===== config.mk =====
export PLATFORM = sky130hd
export DESIGN_NAME = flash_command_sequencer_unit_flat
export DESIGN_NICKNAME = d
export VERILOG_FILES = /design/src/sv/fcs_pkg.sv /design/src/sv/fcs_req_if.sv /design/src/sv/fcs_rsp_if.sv /design/src/sv/fcs_front.sv /design/src/sv/fcs_engine.sv /design/src/sv/flash_command_sequencer_unit.sv /design/src/flat_wrapper.sv
export SDC_FILE = /design/constraint.sdc
export NUM_CORES = 1
export LEC_CHECK = 0
export ABC_CLOCK_PERIOD_IN_PS = 3600
export BUFFER_PORTS_ARGS = -buffer_cell sky130_fd_sc_hd__clkbuf_2
export CAP_MARGIN = 20
export CORE_MARGIN = 2
export CORE_UTILIZATION = 35
export CTS_CLUSTER_DIAMETER = 60
export DETAILED_ROUTE_END_ITERATION = 12
export PLACE_DENSITY = 0.6
export SETUP_SLACK_MARGIN = 0.15
export SYNTH_ARGS = -nofsm -noshare
export SYNTH_HDL_FRONTEND = slang
export SYNTH_HIERARCHICAL = 1
export SYNTH_SLANG_ARGS = --single-unit
export TNS_END_PERCENT = 10

===== constraint.sdc =====
create_clock -name clock -period 3.6 [get_ports clock]
set_clock_uncertainty 0.1 [all_clocks]
set_input_delay 1.08 -clock clock [delete_from_list [all_inputs] [get_ports clock]]
set_output_delay 1.08 -clock clock [all_outputs]
set_load 0.005 [all_outputs]

===== src/sv/fcs_pkg.sv =====
// ----------------------------------------------------------------------------
// Flash command sequencer package
// Shared field widths, codes and item types of the flash command sequencer.
// ----------------------------------------------------------------------------
`default_nettype none

package fcs_pkg;

   // Field widths of the channels and the register port.
   localparam int TIMEOUT_W = 24;
   localparam int CODE_W    = 4;
   localparam int ACTION_W  = 3;
   localparam int STATUS_W  = 3;
   localparam int CSR_IDX_W = 2;

   // Event codes of an input item.
   typedef enum logic [1:0] {
      OP_START   = 2'd0,
      OP_DONE    = 2'd1,
      OP_TICK    = 2'd2,
      OP_REFUSED = 2'd3
   } fcs_op_type;

   // Actions of a result item.
   localparam logic [ACTION_W-1:0] ACT_WREN     = 3'd0;
   localparam logic [ACTION_W-1:0] ACT_CMD      = 3'd1;
   localparam logic [ACTION_W-1:0] ACT_PAYLOAD  = 3'd2;
   localparam logic [ACTION_W-1:0] ACT_POLL     = 3'd3;
   localparam logic [ACTION_W-1:0] ACT_ABORT    = 3'd4;
   localparam logic [ACTION_W-1:0] ACT_COMPLETE = 3'd5;

   // Completion status codes.
   localparam logic [STATUS_W-1:0] ST_OK            = 3'd0;
   localparam logic [STATUS_W-1:0] ST_REFUSED       = 3'd1;
   localparam logic [STATUS_W-1:0] ST_XFER_ERR      = 3'd2;
   localparam logic [STATUS_W-1:0] ST_ABORT_TIMEOUT = 3'd3;
   localparam logic [STATUS_W-1:0] ST_ABORTED       = 3'd4;

   // Register indexes of the configuration port.
   localparam logic [CSR_IDX_W-1:0] CSR_COMMAND_TIMEOUT = 2'd0;
   localparam logic [CSR_IDX_W-1:0] CSR_PAYLOAD_TIMEOUT = 2'd1;
   localparam logic [CSR_IDX_W-1:0] CSR_ABORT_TIMEOUT   = 2'd2;

   // Register reset values.
   localparam logic [TIMEOUT_W-1:0] COMMAND_TIMEOUT_RESET = 24'd1000;
   localparam logic [TIMEOUT_W-1:0] PAYLOAD_TIMEOUT_RESET = 24'd10000;
   localparam logic [TIMEOUT_W-1:0] ABORT_TIMEOUT_RESET   = 24'd1000;

   // A classified input item as it waits in the queue.
   typedef struct packed {
      fcs_op_type           op;
      logic                 wren_needed;
      logic                 has_payload;
      logic                 poll_needed;
      logic [TIMEOUT_W-1:0] poll_delay;
      logic [TIMEOUT_W-1:0] poll_timeout;
      logic                 code_ok;
      logic [CODE_W-1:0]    done_code;
   } fcs_item_type;

   // One result item.
   typedef struct packed {
      logic [ACTION_W-1:0] action;
      logic [STATUS_W-1:0] status;
      logic [CODE_W-1:0]   error_detail;
      logic                last;
   } fcs_result_type;

endpackage

`default_nettype wire


===== src/sv/fcs_req_if.sv =====
// ----------------------------------------------------------------------------
// Flash command sequencer request channel
// Valid and ready handshake carrying one event item.
// ----------------------------------------------------------------------------
`default_nettype none

interface fcs_req_if import fcs_pkg::*; ();

   logic                 valid;
   logic                 ready;
   logic [1:0]           opcode;
   logic                 wren_needed;
   logic                 has_payload;
   logic                 poll_needed;
   logic [TIMEOUT_W-1:0] poll_delay;
   logic [TIMEOUT_W-1:0] poll_timeout;
   logic [CODE_W-1:0]    done_code;

   modport source (
      output valid, opcode, wren_needed, has_payload, poll_needed,
             poll_delay, poll_timeout, done_code,
      input  ready
   );

   modport sink (
      input  valid, opcode, wren_needed, has_payload, poll_needed,
             poll_delay, poll_timeout, done_code,
      output ready
   );

endinterface

`default_nettype wire


===== src/sv/fcs_rsp_if.sv =====
// ----------------------------------------------------------------------------
// Flash command sequencer response channel
// Valid and ready handshake carrying one result item.
// ----------------------------------------------------------------------------
`default_nettype none

interface fcs_rsp_if import fcs_pkg::*; ();

   logic                valid;
   logic                ready;
   logic [ACTION_W-1:0] action;
   logic [STATUS_W-1:0] status;
   logic [CODE_W-1:0]   error_detail;
   logic                last;

   modport source (
      output valid, action, status, error_detail, last,
      input  ready
   );

   modport sink (
      input  valid, action, status, error_detail, last,
      output ready
   );

endinterface

`default_nettype wire


===== src/sv/fcs_front.sv =====
// ----------------------------------------------------------------------------
// Flash command sequencer front end
// Accepts event items, classifies them and holds them in a two-entry queue.
// ----------------------------------------------------------------------------
`default_nettype none

module fcs_front import fcs_pkg::*; (
   input  wire logic         clock,
   input  wire logic         reset,
   fcs_req_if.sink           req_port,
   output fcs_item_type      q_item,
   output logic              q_valid,
   input  wire logic         q_pop
);

   fcs_item_type entries_ff [2];
   logic         wr_ptr_ff, wr_ptr_in;
   logic         rd_ptr_ff, rd_ptr_in;
   logic [1:0]   count_ff, count_in;
   logic         push;
   fcs_item_type classified;

   // Decode the raw event into the form the back end works on.
   always_comb begin
      classified.op           = fcs_op_type'(req_port.opcode);
      classified.wren_needed  = req_port.wren_needed;
      classified.has_payload  = req_port.has_payload;
      classified.poll_needed  = req_port.poll_needed;
      classified.poll_delay   = req_port.poll_delay;
      classified.poll_timeout = req_port.poll_timeout;
      classified.code_ok      = (req_port.done_code == '0);
      classified.done_code    = req_port.done_code;
   end

   // The queue takes an item whenever it has a free entry.
   assign req_port.ready = (count_ff != 2'd2);
   assign push           = req_port.valid && req_port.ready;
   assign q_valid        = (count_ff != 2'd0);
   assign q_item         = entries_ff[rd_ptr_ff];

   // Pointer and fill count update.
   always_comb begin
      wr_ptr_in = push  ? ~wr_ptr_ff : wr_ptr_ff;
      rd_ptr_in = q_pop ? ~rd_ptr_ff : rd_ptr_ff;
      count_in  = count_ff;
      if (push && !q_pop) begin
         count_in = count_ff + 2'd1;
      end else if (!push && q_pop) begin
         count_in = count_ff - 2'd1;
      end
   end

   always_ff @(posedge clock) begin
      if (reset) begin
         wr_ptr_ff <= 1'b0;
         rd_ptr_ff <= 1'b0;
         count_ff  <= 2'd0;
      end else begin
         wr_ptr_ff <= wr_ptr_in;
         rd_ptr_ff <= rd_ptr_in;
         count_ff  <= count_in;
      end
      if (push) begin
         entries_ff[wr_ptr_ff] <= classified;
      end
   end

endmodule

`default_nettype wire


===== src/sv/fcs_engine.sv =====
// ----------------------------------------------------------------------------
// Flash command sequencer back end
// Runs the command phases, tick timeouts and aborts, and emits result items.
// ----------------------------------------------------------------------------
`default_nettype none

module fcs_engine import fcs_pkg::*; #(
   parameter int TICK_BITS = 24
) (
   input  wire logic                 clock,
   input  wire logic                 reset,
   input  wire fcs_item_type         q_item,
   input  wire logic                 q_valid,
   output logic                      q_pop,
   input  wire logic                 csr_write,
   input  wire logic [CSR_IDX_W-1:0] csr_index,
   input  wire logic [TIMEOUT_W-1:0] csr_data,
   output logic                      rsp_valid,
   output fcs_result_type            rsp_result,
   input  wire logic                 rsp_ready
);

   localparam int CMP_BITS = (TICK_BITS > TIMEOUT_W) ? TICK_BITS : TIMEOUT_W;

   typedef enum logic [2:0] {
      PH_IDLE,
      PH_WREN_WAIT,
      PH_CMD_WAIT,
      PH_PAYLOAD_WAIT,
      PH_POLL_DELAY,
      PH_POLL_WAIT,
      PH_ABORT_WAIT
   } phase_type;

   phase_type            phase_ff, phase_in;
   logic [TICK_BITS-1:0] elapsed_ff, elapsed_in;
   logic                 pend_payload_ff, pend_payload_in;
   logic                 pend_poll_ff, pend_poll_in;
   logic [TIMEOUT_W-1:0] poll_delay_ff, poll_delay_in;
   logic [TIMEOUT_W-1:0] poll_timeout_ff, poll_timeout_in;
   logic [TIMEOUT_W-1:0] cmd_timeout_ff, cmd_timeout_in;
   logic [TIMEOUT_W-1:0] pay_timeout_ff, pay_timeout_in;
   logic [TIMEOUT_W-1:0] abort_timeout_ff, abort_timeout_in;
   fcs_result_type       slot0_ff, slot0_in;
   fcs_result_type       slot1_ff, slot1_in;
   logic [1:0]           count_ff, count_in;

   logic [TICK_BITS-1:0] elapsed_step;
   logic [TIMEOUT_W-1:0] limit;
   logic                 expired;
   fcs_result_type       res0, res1;
   logic [1:0]           n_res;

   function automatic fcs_result_type make_result(
      input logic [ACTION_W-1:0] action,
      input logic [STATUS_W-1:0] status,
      input logic [CODE_W-1:0]   detail
   );
      fcs_result_type r;
      r.action       = action;
      r.status       = status;
      r.error_detail = detail;
      r.last         = 1'b0;
      return r;
   endfunction

   // Take the next item once the result buffer is empty or is emptying now.
   assign q_pop = q_valid &&
                  ((count_ff == 2'd0) || ((count_ff == 2'd1) && rsp_ready));

   assign rsp_valid  = (count_ff != 2'd0);
   assign rsp_result = slot0_ff;

   // Saturating tick count and the limit of the current wait.
   always_comb begin
      elapsed_step = (elapsed_ff == '1) ? elapsed_ff : elapsed_ff + TICK_BITS'(1);
      case (phase_ff)
         PH_WREN_WAIT, PH_CMD_WAIT: limit = cmd_timeout_ff;
         PH_PAYLOAD_WAIT:           limit = pay_timeout_ff;
         PH_POLL_DELAY:             limit = poll_delay_ff;
         PH_POLL_WAIT:              limit = poll_timeout_ff;
         PH_ABORT_WAIT:             limit = abort_timeout_ff;
         default:                   limit = '0;
      endcase
      expired = (CMP_BITS'(elapsed_step) >= CMP_BITS'(limit));
   end

   // Configuration register writes.
   always_comb begin
      cmd_timeout_in   = cmd_timeout_ff;
      pay_timeout_in   = pay_timeout_ff;
      abort_timeout_in = abort_timeout_ff;
      if (csr_write) begin
         unique case (csr_index)
            CSR_COMMAND_TIMEOUT: cmd_timeout_in   = csr_data;
            CSR_PAYLOAD_TIMEOUT: pay_timeout_in   = csr_data;
            CSR_ABORT_TIMEOUT:   abort_timeout_in = csr_data;
            default:             ;
         endcase
      end
   end

   // Phase sequencing of one popped item; up to two results come of it.
   always_comb begin
      phase_in        = phase_ff;
      elapsed_in      = elapsed_ff;
      pend_payload_in = pend_payload_ff;
      pend_poll_in    = pend_poll_ff;
      poll_delay_in   = poll_delay_ff;
      poll_timeout_in = poll_timeout_ff;
      res0            = make_result(ACT_COMPLETE, ST_OK, '0);
      res1            = make_result(ACT_COMPLETE, ST_OK, '0);
      n_res           = 2'd0;

      if (q_pop) begin
         unique case (q_item.op)
            OP_START: begin
               if (phase_ff == PH_IDLE) begin
                  pend_payload_in = q_item.has_payload;
                  pend_poll_in    = q_item.poll_needed;
                  poll_delay_in   = q_item.poll_delay;
                  poll_timeout_in = q_item.poll_timeout;
                  elapsed_in      = '0;
                  n_res           = 2'd1;
                  if (q_item.wren_needed) begin
                     res0     = make_result(ACT_WREN, ST_OK, '0);
                     phase_in = PH_WREN_WAIT;
                  end else if (q_item.has_payload) begin
                     res0     = make_result(ACT_CMD, ST_OK, '0);
                     res1     = make_result(ACT_PAYLOAD, ST_OK, '0);
                     n_res    = 2'd2;
                     phase_in = PH_PAYLOAD_WAIT;
                  end else begin
                     res0     = make_result(ACT_CMD, ST_OK, '0);
                     phase_in = PH_CMD_WAIT;
                  end
               end
            end
            OP_DONE: begin
               case (phase_ff)
                  PH_WREN_WAIT: begin
                     elapsed_in = '0;
                     n_res      = 2'd1;
                     if (!q_item.code_ok) begin
                        res0     = make_result(ACT_COMPLETE, ST_XFER_ERR, q_item.done_code);
                        phase_in = PH_IDLE;
                     end else if (pend_payload_ff) begin
                        res0     = make_result(ACT_CMD, ST_OK, '0);
                        res1     = make_result(ACT_PAYLOAD, ST_OK, '0);
                        n_res    = 2'd2;
                        phase_in = PH_PAYLOAD_WAIT;
                     end else begin
                        res0     = make_result(ACT_CMD, ST_OK, '0);
                        phase_in = PH_CMD_WAIT;
                     end
                  end
                  PH_CMD_WAIT, PH_PAYLOAD_WAIT: begin
                     elapsed_in = '0;
                     if (!q_item.code_ok) begin
                        res0     = make_result(ACT_COMPLETE, ST_XFER_ERR, q_item.done_code);
                        n_res    = 2'd1;
                        phase_in = PH_IDLE;
                     end else if (!pend_poll_ff) begin
                        res0     = make_result(ACT_COMPLETE, ST_OK, '0);
                        n_res    = 2'd1;
                        phase_in = PH_IDLE;
                     end else if (poll_delay_ff != '0) begin
                        phase_in = PH_POLL_DELAY;
                     end else begin
                        res0     = make_result(ACT_POLL, ST_OK, '0);
                        n_res    = 2'd1;
                        phase_in = PH_POLL_WAIT;
                     end
                  end
                  PH_POLL_WAIT: begin
                     res0       = make_result(ACT_COMPLETE,
                                              q_item.code_ok ? ST_OK : ST_XFER_ERR,
                                              q_item.done_code);
                     n_res      = 2'd1;
                     phase_in   = PH_IDLE;
                     elapsed_in = '0;
                  end
                  PH_ABORT_WAIT: begin
                     res0       = q_item.code_ok ?
                                  make_result(ACT_COMPLETE, ST_ABORTED, '0) :
                                  make_result(ACT_COMPLETE, ST_XFER_ERR, q_item.done_code);
                     n_res      = 2'd1;
                     phase_in   = PH_IDLE;
                     elapsed_in = '0;
                  end
                  default: ;
               endcase
            end
            OP_TICK: begin
               // Idle does not count ticks; every wait phase does.
               if (phase_ff != PH_IDLE) begin
                  elapsed_in = elapsed_step;
                  if (expired) begin
                     elapsed_in = '0;
                     n_res      = 2'd1;
                     case (phase_ff)
                        PH_POLL_DELAY: begin
                           res0     = make_result(ACT_POLL, ST_OK, '0);
                           phase_in = PH_POLL_WAIT;
                        end
                        PH_ABORT_WAIT: begin
                           res0     = make_result(ACT_COMPLETE, ST_ABORT_TIMEOUT, '0);
                           phase_in = PH_IDLE;
                        end
                        default: begin
                           res0     = make_result(ACT_ABORT, ST_OK, '0);
                           phase_in = PH_ABORT_WAIT;
                        end
                     endcase
                  end
               end
            end
            OP_REFUSED: begin
               if (phase_ff != PH_IDLE && phase_ff != PH_POLL_DELAY) begin
                  res0       = make_result(ACT_COMPLETE, ST_REFUSED, '0);
                  n_res      = 2'd1;
                  phase_in   = PH_IDLE;
                  elapsed_in = '0;
               end
            end
         endcase
      end

      // Mark the final result that this item caused.
      if (n_res == 2'd1) begin
         res0.last = 1'b1;
      end
      if (n_res == 2'd2) begin
         res1.last = 1'b1;
      end
   end

   // Result buffer: the head slot drives the channel, the second slot waits.
   always_comb begin
      slot0_in = slot0_ff;
      slot1_in = slot1_ff;
      count_in = count_ff;
      if (q_pop) begin
         slot0_in = res0;
         slot1_in = res1;
         count_in = n_res;
      end else if (rsp_ready && count_ff == 2'd2) begin
         slot0_in = slot1_ff;
         count_in = 2'd1;
      end else if (rsp_ready && count_ff == 2'd1) begin
         count_in = 2'd0;
      end
   end

   always_ff @(posedge clock) begin
      if (reset) begin
         phase_ff         <= PH_IDLE;
         elapsed_ff       <= '0;
         pend_payload_ff  <= 1'b0;
         pend_poll_ff     <= 1'b0;
         poll_delay_ff    <= '0;
         poll_timeout_ff  <= '0;
         cmd_timeout_ff   <= COMMAND_TIMEOUT_RESET;
         pay_timeout_ff   <= PAYLOAD_TIMEOUT_RESET;
         abort_timeout_ff <= ABORT_TIMEOUT_RESET;
         count_ff         <= 2'd0;
      end else begin
         phase_ff         <= phase_in;
         elapsed_ff       <= elapsed_in;
         pend_payload_ff  <= pend_payload_in;
         pend_poll_ff     <= pend_poll_in;
         poll_delay_ff    <= poll_delay_in;
         poll_timeout_ff  <= poll_timeout_in;
         cmd_timeout_ff   <= cmd_timeout_in;
         pay_timeout_ff   <= pay_timeout_in;
         abort_timeout_ff <= abort_timeout_in;
         count_ff         <= count_in;
      end
      slot0_ff <= slot0_in;
      slot1_ff <= slot1_in;
   end

endmodule

`default_nettype wire


===== src/sv/flash_command_sequencer_unit.sv =====
// ----------------------------------------------------------------------------
// Flash command sequencer
// Sequences one flash command with timeouts, aborts and a final completion.
// ----------------------------------------------------------------------------
// Each event item enters a two-entry queue and is registered there before the
// sequencing engine takes it; the engine registers its results in a two-slot
// result buffer, whose head slot is offered on the response channel. The
// engine takes one item per cycle while its result buffer is empty or
// emptying; an item that causes two results fills both slots, so the next
// item waits until the second result is being taken. Configuration registers
// are written through the plain write port; a wait reads its limit from them
// at every tick item, so a write also affects a wait already under way.
`default_nettype none

module flash_command_sequencer_unit import fcs_pkg::*; #(
   parameter int TICK_BITS = 24
) (
   input  wire logic                 clock,
   input  wire logic                 reset,
   fcs_req_if.sink                   req_port,
   fcs_rsp_if.source                 rsp_port,
   input  wire logic                 csr_write,
   input  wire logic [CSR_IDX_W-1:0] csr_index,
   input  wire logic [TIMEOUT_W-1:0] csr_data
);

   fcs_item_type   q_item;
   logic           q_valid;
   logic           q_pop;
   logic           rsp_valid;
   fcs_result_type rsp_result;

   // Front end: accept and classify items.
   fcs_front u_front (
      .clock    (clock),
      .reset    (reset),
      .req_port (req_port),
      .q_item   (q_item),
      .q_valid  (q_valid),
      .q_pop    (q_pop)
   );

   // Back end: run the command phases.
   fcs_engine #(
      .TICK_BITS (TICK_BITS)
   ) u_engine (
      .clock      (clock),
      .reset      (reset),
      .q_item     (q_item),
      .q_valid    (q_valid),
      .q_pop      (q_pop),
      .csr_write  (csr_write),
      .csr_index  (csr_index),
      .csr_data   (csr_data),
      .rsp_valid  (rsp_valid),
      .rsp_result (rsp_result),
      .rsp_ready  (rsp_port.ready)
   );

   // Drive the response channel.
   assign rsp_port.valid        = rsp_valid;
   assign rsp_port.action       = rsp_result.action;
   assign rsp_port.status       = rsp_result.status;
   assign rsp_port.error_detail = rsp_result.error_detail;
   assign rsp_port.last         = rsp_result.last;

endmodule

`default_nettype wire


===== src/flat_wrapper.sv =====
// flat-port wrapper written by rule: the top's interface ports become plain ports
module flash_command_sequencer_unit_flat import fcs_pkg::*;
#(
   parameter int TICK_BITS = 24
)
  (clock, reset, csr_write, csr_index, csr_data, req_port_valid, req_port_opcode, req_port_wren_needed, req_port_has_payload, req_port_poll_needed, req_port_poll_delay, req_port_poll_timeout, req_port_done_code, req_port_ready, rsp_port_valid, rsp_port_action, rsp_port_status, rsp_port_error_detail, rsp_port_last, rsp_port_ready);
  fcs_req_if req_port_i ();
  fcs_rsp_if rsp_port_i ();
  input  wire logic clock;
  input  wire logic reset;
  input  wire logic csr_write;
  input  wire logic [CSR_IDX_W-1:0] csr_index;
  input  wire logic [TIMEOUT_W-1:0] csr_data;
  input wire logic [$bits(req_port_i.valid)-1:0] req_port_valid;
  input wire logic [$bits(req_port_i.opcode)-1:0] req_port_opcode;
  input wire logic [$bits(req_port_i.wren_needed)-1:0] req_port_wren_needed;
  input wire logic [$bits(req_port_i.has_payload)-1:0] req_port_has_payload;
  input wire logic [$bits(req_port_i.poll_needed)-1:0] req_port_poll_needed;
  input wire logic [$bits(req_port_i.poll_delay)-1:0] req_port_poll_delay;
  input wire logic [$bits(req_port_i.poll_timeout)-1:0] req_port_poll_timeout;
  input wire logic [$bits(req_port_i.done_code)-1:0] req_port_done_code;
  output wire logic [$bits(req_port_i.ready)-1:0] req_port_ready;
  output wire logic [$bits(rsp_port_i.valid)-1:0] rsp_port_valid;
  output wire logic [$bits(rsp_port_i.action)-1:0] rsp_port_action;
  output wire logic [$bits(rsp_port_i.status)-1:0] rsp_port_status;
  output wire logic [$bits(rsp_port_i.error_detail)-1:0] rsp_port_error_detail;
  output wire logic [$bits(rsp_port_i.last)-1:0] rsp_port_last;
  input wire logic [$bits(rsp_port_i.ready)-1:0] rsp_port_ready;
  assign req_port_i.valid = req_port_valid;
  assign req_port_i.opcode = req_port_opcode;
  assign req_port_i.wren_needed = req_port_wren_needed;
  assign req_port_i.has_payload = req_port_has_payload;
  assign req_port_i.poll_needed = req_port_poll_needed;
  assign req_port_i.poll_delay = req_port_poll_delay;
  assign req_port_i.poll_timeout = req_port_poll_timeout;
  assign req_port_i.done_code = req_port_done_code;
  assign req_port_ready = req_port_i.ready;
  assign rsp_port_valid = rsp_port_i.valid;
  assign rsp_port_action = rsp_port_i.action;
  assign rsp_port_status = rsp_port_i.status;
  assign rsp_port_error_detail = rsp_port_i.error_detail;
  assign rsp_port_last = rsp_port_i.last;
  assign rsp_port_i.ready = rsp_port_ready;
  flash_command_sequencer_unit #(.TICK_BITS(TICK_BITS)) u_core (.clock(clock), .reset(reset), .req_port(req_port_i), .rsp_port(rsp_port_i), .csr_write(csr_write), .csr_index(csr_index), .csr_data(csr_data));
endmodule

== Word-level counts from Yosys, hierarchy flattened ==
Memories as Yosys holds them, arrays and structs flattened. A register that Yosys moved wholly into a read port is not among the register bits.
Cells that the tools add are included.
Operators by class
  equality and inequality tests: 24
  reduce and logical (&&, ||, !) cells: 32
  multiplexer cells: 69
  add/sub/neg operators: 3
  bitwise logic cells: 2
  order comparisons: 1
Operators with widths (number)
  two-way mux 11 bit: 15
  two-way mux 24 bit: 6
  one-hot mux 24 bit (5 select lines): 1
  one-hot mux 24 bit (4 select lines): 1
  one-hot mux 11 bit (4 select lines): 2
  one-hot mux 11 bit (2 select lines): 2
  two-way mux 2 bit: 14
  adder 24 x 1 -> 24 bit (second input constant): 1
  equality test 24 bit (second input constant): 1
  greater-or-equal comparator 24 bit: 1
  nonzero test 24 bit: 1
  two-way mux 3 bit: 6
  two-way mux 1 bit: 14
  != test 2 bit (second input constant): 6
  one-hot mux 3 bit (4 select lines): 1
  equality test 2 bit (second input constant): 5
  equality test 3 bit (second input constant): 3
  two-way mux 9 bit: 1
  one-hot mux 3 bit (3 select lines): 1
  equality test 2 x 1 -> 1 bit (second input constant): 4
  two-way mux 8 bit: 1
  one-hot mux 2 bit (4 select lines): 1
  nonzero test 2 bit: 4
  logical AND 1 bit: 7
  22 further kinds: 32
Storage, ports and cells
  input bits: 88
  register bits: 177
  memories: 1
  bits in writable memories: 116
Memories
  u_core.u_front.entries_ff: depth 2, bits a word 58, rd ports 1, clocked after Yosys merged registers in 1, wr ports 1, RTL line fcs_front.sv:16  | fcs_item_type entries_ff [2];

== Logic depth before layout (Yosys ltp) ==
Gate-level depths: netlist (run 1).
  depth after elaboration: 11
  mapped depth: 16

== Cells and area by module ==
Netlist (run 1), hierarchy kept.
Modules (own cells, without submodules)
  fcs_engine: seq. area each 3443.3 µm², cells an instance 1083, area each 8514.4 µm², instances 1
  fcs_front: seq. area each 3583.4 µm², cells an instance 205, area each 4491.8 µm², instances 1

== Least setup slack after synthesis (run 1) ==
No wires, ideal clock.
  path type: reg2reg
  from: register u_core.u_engine.elapsed_ff[0]
  to: register u_core.u_engine.elapsed_ff[15]
  period minus slack after synthesis: 3.918 ns
  cell stages (with the launch flop): 16
  slack: -0.318 ns
  required time: 3.426 ns
  buffers on the path: 2
  library setup time: 0.074 ns
  arrival time: 3.744 ns
  cells stage by stage: dfxtp_1 -> ha_1 -> nand2_1 -> or3_1 -> or3_1 -> buf_2 -> nand4_1 -> xnor2_1 -> ha_1 -> and2_1 -> a221o_1 -> a211oi_2 -> o211ai_2 -> buf_6 -> or4_1 -> a31oi_1
Between the ends
  word-level cells in the longest chain between the ends: 6
  elaborated cells on any way between the ends: 7
Ends and longest elaborated chain
  from (decl): RTL line fcs_engine.sv:36  | logic [TICK_BITS-1:0] elapsed_ff, elapsed_in;
  from (signal assigned): RTL line fcs_engine.sv:269  | elapsed_ff <= elapsed_in;
  adder 24 x 1 -> 24 bit / equality test 24 bit (equally long branches): RTL line fcs_engine.sv:76  | elapsed_step = (elapsed_ff == '1) ? elapsed_ff : elapsed_ff + TICK_BITS'(1);
  two-way mux 24 bit *: RTL line fcs_engine.sv:76
  greater-or-equal comparator 24 bit: RTL line fcs_engine.sv:85  | expired = (CMP_BITS'(elapsed_step) >= CMP_BITS'(limit));
  two-way mux 24 bit *: RTL line fcs_engine.sv:198  | if (expired) begin
  two-way mux 24 bit *: RTL line fcs_engine.sv:196  | if (phase_ff != PH_IDLE) begin
  one-hot mux 24 bit (4 select lines) *: RTL line fcs_engine.sv:116  | unique case (q_item.op)
Mark *: on every way between the ends. The rest lies on a longest branch, timed or not. The select of a mux whose other input is x is not followed.
A chain may end at the register's enable or synchronous reset.

== Final worst setup path (run 1) ==
  from: register u_core.u_engine.elapsed_ff[0]
  to: register u_core.u_engine.elapsed_ff[5]
The elaborated chain is that of the path after synthesis.

==> impl_metrics.csv, run 1 <==
group,metric,value,unit
timing,final.setup.worst_slack,-141.2,ps
placement,place_inst,1923,
placement,gpl_congestion,0.8733,
route,routed_wire_length_per_instance,17.94,µm
setup_path,critical_path.most_common_cell,"sky130_fd_sc_hd__or3_4",
floorplanning,io-pin-count,101,
synthesis,synthDominantCellAreaShare,30.01,%
floorplanning,die_w,196.8,µm
final_layout,areaGrowthSynthToFinish,26.62,%
final_layout,layout.cells.most_common_list,"sky130_fd_sc_hd__nand2_1, sky130_fd_sc_hd__buf_4, sky130_fd_sc_hd__dfxtp_1",
timing,setup_viol,25,
route,detail_route.drc_violations,0,
final_layout,mostFrequentLayoutCell,"sky130_fd_sc_hd__nand2_1",
setup_path,worst_ep_required_time,3940,ps
clock_tree,cts-buffers-inserted,34,
timing,worstMarginPinSlew,801.2,ps
timing,finalCriticalPeriod,3741,ps
synthesis,yosys_most_used_dff,"sky130_fd_sc_hd__dfxtp_1",
setup_path,cp_slowest_stage_delay,530,ps
synthesis,synthesis.instances,1288,
route,wirelength,35970,µm
synthesis,syn_nets,1402,
clock_tree,clk_path_buf_depth,3,
power,cellLeakagePower,6.096,nW
route,vias,10460,
grt,grt.overflow.total,0,
setup_path,setup.worst_path.start_class,"flop",
grt,antenna_violations_before_repair,3,
clock_tree,clk_latency,530,ps
synthesis,synth_async_sr_flop_share,0,%
final_layout,final_cell_count_no_fill,2005,
job,max_cap_violations,0,
route,1st_iter_drt_viols,686,
route,detail-route-antenna-nets,0,
power,power.density,708.0,mW/mm²
route,vias_per_cell,5.217,
worst_hold_path,worstHoldStart,"u_core/u_engine/poll_timeout_ff[9]",
setup_path,cp_cell_sequence,"ha_4, nand2_4, or3_4, or3_4, nand4_1, xnor2_1, ha_1, and2_4, a221o_1, a211oi_4, buf_6, o211ai_4, or4_1, a31oi_1",
final_layout,num-nets-final,1623,
placement,place_hpwl,24560,µm
grt,first_pass_grt_wire_length,56820,µm
synthesis,count_of_synthesis_stage_warnings_from_yosys,6,
timing,fin_hold_viols,0,
setup_path,worstSetupEndpointType,"flop",
placement,numPortBuffers,100,
floorplanning,core,0.03661,mm²
setup_path,critPathKind,"reg -> reg",
setup_path,cp_data_arrival_time,4080,ps
power,ir_worst_vdd,0.4286,mV
timing,slew_violations,0,
timing,max_freq,0.2673,GHz
setup_path,cp-startpoint,"u_core/u_engine/elapsed_ff[0]",
setup_path,path_max_fanout,7,
setup_path,crit_path_top_delay_cell,"sky130_fd_sc_hd__or4_1",
synthesis,yosys.area.top_type,"sky130_fd_sc_hd__edfxtp_1",
synthesis,synth_edf_count,130,
floorplanning,start_util,35.53,%
grt,grt_max_degree,76,
timing,grt_setup_unrepaired,"yes",
final_layout,finish.utilization,44.98,%
clock_tree,root_buffer,"sky130_fd_sc_hd__clkbuf_16",
grt,grt_pass1_vias,10440,
worst_hold_path,hold_class,"reg -> reg",
floorplanning,rows,70,
route,dr_pass1_iterations,5,
timing,slew-limit-headroom,46.59,%
timing,layout_worst_path_cycle_share,103.9,%
setup_path,reg2reg_from,"u_core/u_engine/elapsed_ff[0]",
clock_tree,cts-htree-levels,2,
final_layout,post_route_cell_area,0.01647,mm²
status,outcome,"finished, violations left",
clock_tree,cts_tree,"built",
floorplanning,die_height,196.8,µm
clock_tree,clock_sink_count,286,
floorplanning,floorplan.die_area,0.03872,mm²
synthesis,synth.top_cells.by_area,"sky130_fd_sc_hd__edfxtp_1, sky130_fd_sc_hd__dfxtp_1, sky130_fd_sc_hd__nand2_1",
synthesis,yosys_register_bits,286,
placement,placed_cell_area,0.01499,mm²
status,violations,"setup timing",
synthesis,synth_area_per_cell,10.10,µm²
synthesis,seq_area_frac_synth,54.03,%
synthesis,synthDistinctLibCells,70,
grt,grt_use_total,18.55,%
synthesis,synth.cell_area,0.01301,mm²
clock_tree,clk_transition_reported_paths,60,ps
power,power,0.01166,W
final_layout,proportion_of_layout_cells_with_a_drive_suffix_above_1,29.38,%
==> per-layer routing <==
metal	track usage (%)	routed length [µm]	vias to the layer above
met4	6.126	1034	0
met5	0	0	-
met1	24.01	15680	5056
li1	-	-	5068
met3	3.029	1810	68
met2	31.62	17450	268
==> cell type report <==
cell class	count	area (µm²)
Sequential cell	286	7048
Tap cell	468	585.6
Timing Repair Buffer	271	1944
Clock buffer	47	940.9
Clock inverter	15	127.6
Fill cell	3495	20140
Antenna cell	2	5.005
Multi-Input combinational cell	904	5772
Inverter	12	45.04
==> kinds of logic (layout without fill, tap and decap cells) <==
group | after synthesis | count (layout) | share of synthesized area (%)
simple gates | 513 | 513 | 18.45
compound gates | 255 | 256 | 12.10
mux | 88 | 88 | 7.946
other cells | 0 | 2 | 0
flops | 286 | 286 | 54.03
fa+ha+maj | 26 | 26 | 2.501
xor+xnor | 21 | 21 | 1.414
buf+inv | 99 | 345 | 3.559
==> worst max-delay path, delay by kind of cell (launching register included) <==
family | cells | cell delay, ps
xor+xnor | 1 | 150
buf+inv | 1 | 160
simple gates | 6 | 1630
fa+ha+maj | 2 | 410
compound gates | 4 | 860
flops | 1 | 350
==> what timing repair did <==
action,in CTS,in global routing
gates cloned,1,0
setup buffers,15,2
hold buffers,0,0
pin swaps,39,12
setup endpoints to repair,34,34
endpoints found under the hold margin,0,0
resized for setup,58,11
==> Yosys cell counts, types with 22 or more instances <==
library cell / number
sky130_fd_sc_hd__nand2_1: 314
sky130_fd_sc_hd__nand3_1: 35
sky130_fd_sc_hd__edfxtp_1: 130
sky130_fd_sc_hd__mux2_2: 42
sky130_fd_sc_hd__mux2i_1: 26
sky130_fd_sc_hd__o21ai_0: 35
sky130_fd_sc_hd__a221oi_1: 22
sky130_fd_sc_hd__dfxtp_1: 156
sky130_fd_sc_hd__clkbuf_1: 57
sky130_fd_sc_hd__a21oi_1: 140
sky130_fd_sc_hd__nor2_1: 27
sky130_fd_sc_hd__ha_1: 26
==> stage by stage <==
stage | setup TNS, ps | hold WS [ps] | setup slack [ps]
floorplan | -237.3 | 336.0 | -43.91
global placement | -4902 | 341.3 | -328.4
detailed placement | -8602 | 346.7 | -428.3
CTS | -1796 | 354.7 | -169.3
global route | -7404 | 375.5 | -316.5
finish | -1956 | 355.9 | -141.2
==> where the power goes <==
part	internal, W	switching (W)
clock	0.00186	0.00135
sequential	0.00389	0.000223
combinational	0.00195	0.00239
total	0.00770	0.00396
==> registers in the layout, summed over array words and instances, names as in the netlist, 2 cells and up, named ones only <==
name,count
u_core/u_front/entries_ff,116
u_core/u_engine/abort_timeout_ff,24
u_core/u_engine/cmd_timeout_ff,24
u_core/u_engine/elapsed_ff,24
u_core/u_engine/pay_timeout_ff,24
u_core/u_engine/poll_delay_ff,24
u_core/u_engine/poll_timeout_ff,24
u_core/u_engine/rsp_result,11
u_core/u_engine/phase_ff,3
u_core/u_engine/slot1_ff,3
u_core/u_engine/count_ff,2
u_core/u_front/count_ff,2
==> final timing paths <==
kind                            slack [ps]  depth (start not counted)                            endpoint
worst min register to register         360                          2  u_core/u_engine/poll_timeout_ff[9]
worst max register to register        -140                         14       u_core/u_engine/elapsed_ff[5]
worst max-delay path                  -140                         14       u_core/u_engine/elapsed_ff[5]
worst min-delay path                   360                          2  u_core/u_engine/poll_timeout_ff[9]
Note: power is estimated with default switching activity, not from simulation.
==> run 2, diff against run 1 <==
- ABC_AREA: not set -> 1
- CTS_CLUSTER_SIZE: not set -> 8
==> impl_metrics.csv, run 2 <==
group,metric,value,unit
power,power,0.01009,W
clock_tree,root_buffer,"sky130_fd_sc_hd__clkbuf_16",
synthesis,synth_async_sr_flop_share,0,%
setup_path,setup.worst_path.start_class,"flop",
timing,worstMarginPinSlew,948.4,ps
synthesis,synth.cell_area,0.01261,mm²
clock_tree,clock_sink_count,286,
timing,setup_viol,0,
placement,pre_cts_slack,204.4,ps
timing,finalCriticalPeriod,3192,ps
setup_path,cp_data_arrival_time,3540,ps
setup_path,critPathKind,"reg -> reg",
timing,final.setup.worst_slack,408.3,ps
floorplanning,floorplan.die_area,0.03757,mm²
grt,grt_max_degree,55,
final_layout,mostFrequentLayoutCell,"sky130_fd_sc_hd__nand2_1",
timing,max_freq,0.3133,GHz
grt,grt_pass1_vias,9630,
synthesis,yosys_register_bits,286,
route,vias_per_cell,4.987,
clock_tree,postCtsSetupBuffers,0,
job,max_cap_violations,0,
power,cellLeakagePower,5.923,nW
timing,slew-limit-headroom,36.70,%
final_layout,post_route_cell_area,0.01513,mm²
synthesis,synthDominantCellAreaShare,30.96,%
grt,grt_use_total,16.95,%
clock_tree,cts-buffers-inserted,42,
power,power.density,666.7,mW/mm²
floorplanning,die_w,193.8,µm
final_layout,proportion_of_layout_cells_with_a_drive_suffix_above_1,18.60,%
clock_tree,cts-htree-levels,2,
setup_path,worst_ep_required_time,3950,ps
setup_path,worstSetupEndpointType,"flop",
setup_path,path_max_fanout,24,
floorplanning,io-pin-count,101,
final_layout,layout.cells.most_common_list,"sky130_fd_sc_hd__nand2_1, sky130_fd_sc_hd__dfxtp_1, sky130_fd_sc_hd__inv_1",
route,routed_wire_length_per_instance,16.24,µm
synthesis,synthDistinctLibCells,41,
synthesis,synth.top_cells.by_area,"sky130_fd_sc_hd__edfxtp_1, sky130_fd_sc_hd__dfxtp_1, sky130_fd_sc_hd__nand2_1",
synthesis,synthesis.instances,1348,
clock_tree,clk_latency,540,ps
timing,fin_hold_viols,0,
floorplanning,start_util,35.45,%
synthesis,yosys.area.top_type,"sky130_fd_sc_hd__edfxtp_1",
placement,numPortBuffers,100,
placement,gpl_congestion,0.8463,
final_layout,largest_reg_flops,116,
synthesis,synth_area_per_cell,9.355,µm²
synthesis,yosys_most_used_dff,"sky130_fd_sc_hd__dfxtp_1",
synthesis,seq_area_frac_synth,55.72,%
route,vias,9785,
power,ir_worst_vdd,0.4911,mV
timing,layout_worst_path_cycle_share,88.66,%
clock_tree,clk_transition_reported_paths,50,ps
grt,grt.overflow.total,0,
final_layout,areaGrowthSynthToFinish,19.96,%
final_layout,num-fill-cells,3470,
floorplanning,rows,69,
placement,placed_cell_area,0.01387,mm²
grt,first_pass_grt_wire_length,51450,µm
final_layout,top_register,"u_core/u_front/entries_ff",
clock_tree,cts_tree,"built",
floorplanning,core,0.03557,mm²
route,dr_pass1_iterations,6,
route,wirelength,31870,µm
synthesis,synth_edf_count,130,
route,1st_iter_drt_viols,610,
route,detail-route-antenna-nets,0,
timing,final_tns_setup,0,ps
timing,hold-worst-slack,350.2,ps
synthesis,count_of_synthesis_stage_warnings_from_yosys,6,
grt,antenna_violations_before_repair,1,
route,detail_route.drc_violations,0,
placement,place_hpwl,22390,µm
floorplanning,die_height,193.8,µm
synthesis,most_repeated_cell_in_the_gate_level_netlist_after_synthesis,"sky130_fd_sc_hd__nand2_1",
worst_hold_path,hold_class,"reg -> reg",
final_layout,num-nets-final,1589,
timing,slew_violations,0,
synthesis,syn_nets,1462,
clock_tree,clk_path_buf_depth,3,
synthesis,synth_top_cells_by_count,"sky130_fd_sc_hd__nand2_1, sky130_fd_sc_hd__dfxtp_1, sky130_fd_sc_hd__inv_1, sky130_fd_sc_hd__edfxtp_1, sky130_fd_sc_hd__nor2_1",
status,outcome,"completed",
timing,grt_setup_unrepaired,"no",
==> run 2: worst max-delay path: stages (launching register included) <==
cell and delay [ps]:
sky130_fd_sc_hd__dfxtp_1 450, sky130_fd_sc_hd__nor2_2 110, sky130_fd_sc_hd__nand2_1 160, sky130_fd_sc_hd__buf_4 280, sky130_fd_sc_hd__o22ai_1 120, sky130_fd_sc_hd__a211oi_1 370, sky130_fd_sc_hd__ha_1 320, sky130_fd_sc_hd__a21oi_1 130
sky130_fd_sc_hd__o21ai_0 120, sky130_fd_sc_hd__a21oi_2 230, sky130_fd_sc_hd__nand4_1 170, sky130_fd_sc_hd__inv_1 130, sky130_fd_sc_hd__buf_12 180, sky130_fd_sc_hd__nand3b_1 90, sky130_fd_sc_hd__a21oi_1 130
==> run 2: path summary, 6_finish.rpt <==
kind                                             start  slack [ps]                                    to  cells past startpoint
setup / recovery           u_core/u_engine/phase_ff[0]         410         u_core/u_engine/elapsed_ff[0]                     14
hold / removal    u_core/u_engine/abort_timeout_ff[22]         350  u_core/u_engine/abort_timeout_ff[22]                      2
setup reg to reg           u_core/u_engine/phase_ff[0]         410         u_core/u_engine/elapsed_ff[0]                     14
hold reg to reg   u_core/u_engine/abort_timeout_ff[22]         350  u_core/u_engine/abort_timeout_ff[22]                      2
==> run 2: layer usage <==
metal,part of all wire [%],global-route usage (%),vias up
li1,-,-,4864
met1,44,22.71,4564
met2,46,27.08,297
met3,6.7,3.757,60
met4,2.8,5.948,0
met5,0,0,-
==> run 2: area by class of cell <==
class	instances	area, µm²	area share [%]
Tap cell	461	576.8	3.813
Clock buffer	66	1172	7.750
Sequential cell	286	7028	46.46
Inverter	151	570.5	3.771
Timing Repair Buffer	145	938.4	6.203
Clock inverter	3	21.27	0.1406
Antenna cell	1	2.502	0.01654
Multi-Input combinational cell	849	4818	31.85
==> run 2: metrics by stage <==
stage	util, %	cells
final	42.53	1962
after floorplan	-	1348
after global routing	42.53	1962
after global placement	39.01	1892
after detailed placement	39.01	1892
after CTS	42.36	1961
==> run 2: kinds of logic after synthesis <==
| logic type | Yosys count | share of synthesized area (%) |
|---|---|---|
| flip-flops | 286 | 55.72 |
| multiplexers | 58 | 5.774 |
| adder cells (fa/ha/maj) | 26 | 2.580 |
| buffers and inverters | 213 | 6.697 |
| AO/OA/AOI/OAI | 329 | 14.25 |
| XOR/XNOR | 19 | 1.320 |
| AND/OR/NAND/NOR | 417 | 13.66 |
==> run 2: report_power, final <==
group	total, W	internal (W)	switching, W
Sequential	0.00411	0.00394	0.000164
Clock	0.00357	0.00221	0.00136
Combinational	0.00241	0.000875	0.00154
Total	0.0101	0.00702	0.00306
==> run 2: repair_timing <==
item	CTS	global route
endpoints found under the setup margin	0	34
gates resized for setup	0	15
hold buffers	0	0
